===== config.mk =====
export PLATFORM = sky130hd
export DESIGN_NAME = tmpi_front
export DESIGN_NICKNAME = d
export VERILOG_FILES = /design/src/rtl/core/tmpi_pkg.sv /design/src/rtl/core/tmpi_front.sv
export SDC_FILE = /design/constraint.sdc
export NUM_CORES = 1
export LEC_CHECK = 0
export BUFFER_PORTS_ARGS = -buffer_cell sky130_fd_sc_hd__clkbuf_2
export CAP_MARGIN = 0
export CORE_AREA = 2 2 113 115
export DETAILED_ROUTE_END_ITERATION = 8
export DIE_AREA = 0 0 115 117
export PLACE_DENSITY = 0.51
export SYNTH_ARGS = -nofsm -noshare
export SYNTH_HDL_FRONTEND = slang
export SYNTH_SLANG_ARGS = --single-unit

===== constraint.sdc =====
create_clock -name clk_i -period 4.4 [get_ports clk_i]
set_clock_uncertainty 0.2 [all_clocks]
set_input_delay 0.44 -clock clk_i [delete_from_list [all_inputs] [get_ports clk_i]]
set_output_delay 0.44 -clock clk_i [all_outputs]
set_load 0.1 [all_outputs]

===== src/rtl/core/tmpi_pkg.sv =====
// Shared types and constants for the traffic matrix packet injector.
// No dependencies; used by tmpi_front, tmpi_back and the top level.
package tmpi_pkg;

  localparam int unsigned NODE_BITS   = 6;
  localparam int unsigned NODES       = 1 << NODE_BITS;
  localparam int unsigned CELL_BITS   = 2 * NODE_BITS;
  localparam int unsigned CELLS       = 1 << CELL_BITS;
  localparam int unsigned COUNT_BITS  = 24;
  localparam int unsigned TOTAL_BITS  = 36;
  localparam int unsigned PNUM_BITS   = 32;
  localparam int unsigned MAX_FLITS   = 16;
  localparam int unsigned FIDX_BITS   = 4;
  localparam int unsigned CFG_BITS    = 5;
  localparam int unsigned ACTION_BITS = 2;
  localparam int unsigned IN_TDATA_W  = 40;
  localparam int unsigned OUT_TDATA_W = 88;
  localparam int unsigned OUT_TUSER_W = 2;

  typedef enum logic [1:0] {
    OP_LOAD    = 2'd0,
    OP_INJECT  = 2'd1,
    OP_RESTART = 2'd2
  } op_e;

  typedef enum logic [2:0] {
    ST_CLEAR,
    ST_IDLE,
    ST_RD_PTR,
    ST_SEARCH,
    ST_TAKE,
    ST_EMIT,
    ST_ACK,
    ST_RESTART
  } state_e;

  // One classified request as it waits in the queue.
  typedef struct packed {
    op_e                   op;
    logic [NODE_BITS-1:0]  src;
    logic [NODE_BITS-1:0]  dst;
    logic [COUNT_BITS-1:0] cnt;
  } req_t;

  // Queue status towards the back end.
  typedef struct packed {
    logic valid;
    req_t req;
  } queue_out_t;

endpackage


===== src/rtl/core/tmpi_front.sv =====
// Front end: accepts requests, decodes the action and queues all but unused ones.
// Depends on tmpi_pkg.
module tmpi_front (
  input  logic                           clk_i,
  input  logic                           rst_ni,
  input  logic                           s_axis_tvalid,
  output logic                           s_axis_tready,
  // source_node[5:0], dest_node[11:6], packet_count[35:12], zero fill
  input  logic [tmpi_pkg::IN_TDATA_W-1:0] s_axis_tdata,
  // action[1:0]
  input  logic [tmpi_pkg::ACTION_BITS-1:0] s_axis_tuser,
  input  logic                           clearing_i,
  input  logic                           pop_i,
  output tmpi_pkg::queue_out_t           queue_o
);

  tmpi_pkg::req_t entry_q [2];
  logic           wr_ptr_q, rd_ptr_q;
  logic [1:0]     fill_q, fill_d;
  logic           push, keep, take;
  tmpi_pkg::req_t dec;

  always_comb begin
    dec.src = s_axis_tdata[tmpi_pkg::NODE_BITS-1:0];
    dec.dst = s_axis_tdata[2*tmpi_pkg::NODE_BITS-1:tmpi_pkg::NODE_BITS];
    dec.cnt = s_axis_tdata[2*tmpi_pkg::NODE_BITS+tmpi_pkg::COUNT_BITS-1:
                           2*tmpi_pkg::NODE_BITS];
    dec.op  = tmpi_pkg::OP_LOAD;
    keep    = 1'b1;
    unique case (s_axis_tuser)
      tmpi_pkg::OP_LOAD:    dec.op = tmpi_pkg::OP_LOAD;
      tmpi_pkg::OP_INJECT:  dec.op = tmpi_pkg::OP_INJECT;
      tmpi_pkg::OP_RESTART: dec.op = tmpi_pkg::OP_RESTART;
      default: keep = 1'b0;  // unused action is swallowed without a result
    endcase
  end

  assign s_axis_tready = (fill_q != 2'd2) && !clearing_i;
  assign take          = s_axis_tvalid && s_axis_tready;
  assign push          = take && keep;

  always_comb begin
    fill_d = fill_q;
    if (push && !pop_i) fill_d = fill_q + 2'd1;
    else if (!push && pop_i) fill_d = fill_q - 2'd1;
  end

  always_ff @(posedge clk_i or negedge rst_ni) begin
    if (!rst_ni) begin
      fill_q   <= '0;
      wr_ptr_q <= 1'b0;
      rd_ptr_q <= 1'b0;
    end else begin
      fill_q <= fill_d;
      if (push) wr_ptr_q <= !wr_ptr_q;
      if (pop_i) rd_ptr_q <= !rd_ptr_q;
    end
  end

  always_ff @(posedge clk_i) begin
    if (push) entry_q[wr_ptr_q] <= dec;
  end

  assign queue_o.valid = (fill_q != 2'd0);
  assign queue_o.req   = entry_q[rd_ptr_q];

endmodule


==> qor.txt, run 1 <==
crit-path max FO: 39
R2R Path Start: fill_q[0]
CP Cell Sequence: mux2_2 > clkbuf_2
max-cap violations: 0
DR pass1 iterations: 4
cell taking the most area after synthesis: edfxtp_1
Routed wire per std cell: 13.5 um
Worst Max-Slew Pin Slew: 1.02 ns
Slowest-stage cell, CP: dfrtp_2
r2r setup slk: 2.09 ns
FFs w/ async S/R, synth: 0.0500
Clock Tree Root: clkbuf_16
CP endpoint kind: output port
vias in the first global route: 1556
final setup vio count: 0
count leader, synth: edfxtp_1
drt drc: 0
drt initial violations: 23
H-tree level count: 3
hold endpoint: entry_q[0][13]
min-delay worst type: in -> reg
num rows: 41
Die Width: 115 um
pin count of the biggest net entering global routing: 40
clock buffer depth: 2
Final Cycle Share: 0.630
Core ar.: 0.0123 mm^2
GR Overflow Total: 0
clk slew on worst S/H paths: 0.06 ns
ys flop type: edfxtp_1
count of final max-slew check failures: 0
post-synthesis sequential area ratio: 0.802
CP Launch Type: flop
top cell type's share of synthesized area: 0.768
CTS tree: yes
post-CTS sizing: 0
DIE HEIGHT: 117 um
min-delay src: s_axis_tdata[25]
Mapped Area: 0.00297 mm^2
Initial Util: 0.241
critical path class: reg -> out
Slew Limit Headroom: 0.319
unrepaired setup endpoints after global routing: false
insertion delay to the later sink of the worst-skew pair: 0.33 ns
Total GRT Usage: 0.0818
syn_nets: 187
fin nets: 278
commonest cells in the netlist: 76 x edfxtp_1, 38 x mux2_2, 4 x dfrtp_1, 4 x xor2_1
crit path DAT: 2.13 ns
Final Critical Period: 2.77 ns
Fmax: 361 MHz
postcts setup bufs: 0
Ys Warns: 0
CP max stage delay: 0.98 ns
Routed Antenna Nets: 0
Post-Syn Area per Cell: 21.4 um^2
vias: 1536
most area-consuming cells after synthesis: edfxtp_1 77%, mux2_2 14%, dfrtp_1 3.4%
clk sinks: 80
initial antenna violation count: 0
first-pass GRT wire length: 7750 um
Layout Area Growth over Synthesis: 29.3%
full die area: 0.0135 mm^2
# diodes: 0
layout cell share with drive strength beyond 1: 0.591
Syn Inst Count: 139
outcome: finished, final reports clean
fillcell total: 1244
synthesized flop and latch total: 80
DR vias/cell: 3.99
Hold Path Stages: 1
routability cong.: 0.636
TNS Setup: 0 ns
R2R depth: 4
io pins: 87
DRT Wirelength: 5200 um
R2R Path End: entry_q[0][10]
CTS buffer count: 9
Netlist cell types: 17
final hold violations: 0
Req. time, crit path: 3.76 ns
IO buf count: 82
cts hold-fix bufs: 1
number of synthesized flops with an enable pin: 76
Detailed Place HPWL: 3280 um
sequential cells by signal (all words and copies together) (netlist names):
register  flops
wr_ptr_q      1
entry_q      76
rd_ptr_q      1
fill_q        2
area by class of cell:
| class | instances | area [um^2] | area share |
|---|---|---|---|
| multi-input cells | 53 | 563 | 0.147 |
| well taps | 150 | 188 | 0.0489 |
| flip-flops and latches | 80 | 2380 | 0.621 |
| repair buffers | 84 | 428 | 0.111 |
| inverters | 2 | 7.51 | 0.00195 |
| clock buffers | 16 | 272 | 0.0707 |
how the worst max path moves through the flow:
| stage | start | slack [ns] | end |
|---|---|---|---|
| after global routing | rd_ptr_q | 1.50 | queue_o[5] |
| after global placement | s_axis_tuser[0] | 1.78 | entry_q[0][15] |
| after detailed placement | s_axis_tuser[0] | 1.80 | entry_q[0][15] |
| final | rd_ptr_q | 1.63 | queue_o[5] |
| after CTS | rd_ptr_q | 1.54 | queue_o[5] |
| after floorplan | s_axis_tvalid | 1.14 | entry_q[0][0] |
worst max-delay path: cells and delay by family, from the launching register on:
family | cells | cell delay [ns]
mux | 1 | 0.43
buf+inv | 1 | 0.37
flops | 1 | 0.98
per-stage QoR:
| step | instance area, um^2 | hold WS (ns) | cells | setup slack (ns) | util |
|---|---|---|---|---|---|
| final | 3840 | 0.0947 | 385 | 1.63 | 0.312 |
| after global routing | 3840 | 0.0752 | 385 | 1.50 | 0.312 |
| after CTS | 3840 | 0.0719 | 385 | 1.54 | 0.312 |
| after detailed placement | 3560 | 0.0532 | 368 | 1.80 | 0.289 |
| after global placement | 3560 | 0.0514 | 368 | 1.78 | 0.289 |
| after floorplan | 2970 | -0.0556 | 139 | 1.14 | - |
kinds of logic (layout without fill, tap and decap cells):
kind of cell | count (synthesis) | in the layout | share of synthesized area
multiplexers | 38 | 38 | 0.144
flip-flops | 80 | 80 | 0.802
AO/OA/AOI/OAI | 3 | 3 | 0.0118
XOR/XNOR | 5 | 5 | 0.0147
buffers and inverters | 6 | 102 | 0.0114
adder cells (fa/ha/maj) | 1 | 1 | 0.00421
AND/OR/NAND/NOR | 6 | 6 | 0.0118
per-layer routing:
| layer | GRT usage | vias up | wire length (um) | part of all wire |
|---|---|---|---|---|
| met5 | 0 | - | 0 | 0 |
| met1 | 0.0920 | 754 | 2290 | 0.44 |
| li1 | - | 723 | - | - |
| met3 | 0.0407 | 9 | 363 | 0.070 |
| met4 | 0.0458 | 0 | 64 | 0.012 |
| met2 | 0.127 | 50 | 2490 | 0.48 |
cell usage in the layout (no fill, tap or decap), types with 2 or more instances in the layout:
cell | netlist | routed
dfrtp_1 | 4 | 3
clkbuf_1 | 0 | 5
clkbuf_2 | 0 | 82
xor2_1 | 4 | 4
mux2_2 | 38 | 38
nor2b_1 | 3 | 2
edfxtp_1 | 76 | 76
clkbuf_16 | 0 | 9
clkbuf_8 | 0 | 2
Power of run 1 is left out: the tool's default activity adds up to more than one toggle a clock period on the data nets, which glitch-free logic cannot reach.
==> inputs of run 2 (changes only) <==
--- a/config.mk
+++ b/config.mk
@@ -10,7 +10,7 @@
 export CORE_AREA = 2 2 113 115
 export DETAILED_ROUTE_END_ITERATION = 8
 export DIE_AREA = 0 0 115 117
-export PLACE_DENSITY = 0.51
+export PLACE_DENSITY = 0.52
 export SYNTH_ARGS = -nofsm -noshare
 export SYNTH_HDL_FRONTEND = slang
 export SYNTH_SLANG_ARGS = --single-unit
==> constraint.sdc (replaced) <==
create_clock -name clk_i -period 2.4 [get_ports clk_i]
set_clock_uncertainty 0.2 [all_clocks]
set_input_delay 0.24 -clock clk_i [delete_from_list [all_inputs] [get_ports clk_i]]
set_output_delay 0.24 -clock clk_i [all_outputs]
set_load 0.1 [all_outputs]
==> run 2 against run 1 <==
Against the previous run:
- worst hold slack worse by 0.068 ns
- first-iteration DRC count grew to 3.1 times the previous value
- flip-flop and latch count did not move
- non-clock buffer count rose by 41
- highest routed layer unchanged
- utilization is 3.7 points higher
- die area unchanged
- routed wire length rose by 6.2%
- cell area up 12%
==> qor.txt, run 2 (synthesis results as in run 1) <==
outcome: finished, final reports clean
Routed wire per std cell: 13.0 um (-4.0%)
commonest non-fill, non-tap cell in the layout: clkbuf_2
# diodes: 0 (unchanged)
Layout Area Growth over Synthesis: 44.6%
crit-path max FO: 39 (unchanged)
Req. time, crit path: 1.96 ns (-1.80 ns)
DR vias/cell: 3.93 (-1.4%)
crit path DAT: 1.70 ns (-0.43 ns)
R2R depth: 4 (unchanged)
max layer used: met4
drt drc: 0 (unchanged)
max reg flops: 76 (unchanged)
R2R Path Start: fill_q[0]
TNS Setup: 0 ns (unchanged)
num rows: 41 (unchanged)
Met1 Wirelength: 2500 um (+9.4%)
fin nets: 319 (+15%)
drt initial violations: 71 (+210%)
io pins: 87 (unchanged)
crit-path leading delay family: buffers and inverters
Fmax: 468 MHz
Routed Antenna Nets: 0 (unchanged)
GR Overflow Total: 0 (unchanged)
fillcell total: 1191 (-4.3%)
Worst Max-Slew Pin Slew: 0.559 ns (-0.462 ns)
Worst Path Buf+Inv: 2 (+1)
clk sinks: 80 (unchanged)
vias: 1675 (+9.0%)
CP Cell Sequence: buf_12 > mux2_2 > clkbuf_2
clock buffer depth: 2 (unchanged)
Total GRT Usage: 0.0842 (+0.00241)
met3 routed WL: 211 um (-42%)
DIE HEIGHT: 117 um (unchanged)
CP Launch Type: flop
r2r setup slk: 0.53 ns (-1.56 ns)
insertion delay to the later sink of the worst-skew pair: 0.32 ns (about the same)
hold endpoint: entry_q[1][36]
CTS tree: yes
CP endpoint kind: output port
unrepaired setup endpoints after global routing: false
final setup vio count: 0 (unchanged)
Final Critical Period: 2.14 ns
first-pass GRT wire length: 8330 um (+7.5%)
min-delay worst type: in -> reg
count of final max-slew check failures: 0 (unchanged)
final hold violations: 0 (unchanged)
Top reg by flops: entry_q
routability cong.: 0.654 (+2.8%)
pin count of the biggest net entering global routing: 40 (unchanged)
Initial Util: 0.241 (unchanged)
most frequent cells in the layout: 82 x clkbuf_2, 76 x edfxtp_1, 38 x mux2_2, 38 x dlygate4sd3_1, 9 x clkbuf_16
max-cap violations: 0 (unchanged)
layout cell share with drive strength beyond 1: 0.529 (-0.0625)
CTS buffer count: 9 (unchanged)
Slowest-stage cell, CP: dfrtp_2
Core ar.: 0.0123 mm^2 (unchanged)
full die area: 0.0135 mm^2 (unchanged)
min-delay src: s_axis_tuser[1]
Clock Tree Root: clkbuf_16
R2R Path End: entry_q[0][9]
Detailed Place HPWL: 3450 um (+5.4%)
Final Cycle Share: 0.891
initial antenna violation count: 0 (unchanged)
IO buf count: 82 (unchanged)
DR WL met2: 2730 um (+9.7%)
largest registers: entry_q: 76 flops, fill_q: 2 flops
Slew Limit Headroom: 0.629 (+0.310)
DRT Wirelength: 5520 um (+6.2%)
critical path class: reg -> out
Hold Path Stages: 2 (+1)
number of cells on the critical path: 3 (+1)
vias in the first global route: 1659 (+6.6%)
clk slew on worst S/H paths: 0.06 ns (about the same)
postcts setup bufs: 0 (unchanged)
DR pass1 iterations: 4 (unchanged)
H-tree level count: 3 (unchanged)
Die Width: 115 um (unchanged)
CP max stage delay: 0.37 ns (-0.61 ns)
## run 2: how the worst max path moves through the flow
| stage | startpoint | to | slack [ns] |
|---|---|---|---|
| after floorplan | fill_q[0] | s_axis_tready | 0.01 |
| after global placement | s_axis_tuser[0] | entry_q[1][13] | 0.50 |
| after detailed placement | s_axis_tuser[0] | entry_q[0][10] | 0.50 |
| after CTS | rd_ptr_q | queue_o[27] | 0.21 |
| after global routing | rd_ptr_q | queue_o[24] | 0.18 |
| final | rd_ptr_q | queue_o[24] | 0.26 |
## run 2: what timing repair did
item | 4_1_cts | 5_1_grt
hold buffers | 38 | 0
endpoints found under the setup margin | 0 | 0
hold endpoints to repair | 77 | 0
resized for setup | 0 | 0
## run 2: stage by stage
stage | std cells | setup WS [ns] | area (um^2) | hold WS [ns] | util
floorplan | 139 | 0.0118 | 2980 | -0.256 | -
global placement | 372 | 0.502 | 3600 | -0.148 | 0.293
detailed placement | 372 | 0.503 | 3600 | -0.145 | 0.293
CTS | 426 | 0.210 | 4300 | 0.00842 | 0.349
global route | 426 | 0.179 | 4300 | 0.0195 | 0.349
finish | 426 | 0.261 | 4300 | 0.0271 | 0.349
## run 2: area by class of cell
class                   instances  area [um^2]  share of cell area
inverters                       2         7.51             0.00175
clock inverters                 6         83.8              0.0195
clock buffers                  10          229              0.0533
flip-flops and latches         80         2380               0.555
repair buffers                125          841               0.196
multi-input cells              53          563               0.131
well taps                     150          188              0.0437
## run 2: layer usage
metal	track usage	vias to the layer above
met1	0.102	823
met4	0.0386	0
met2	0.136	43
met5	0	-
li1	-	804
met3	0.0294	5
Power of run 2 is left out for the same reason.
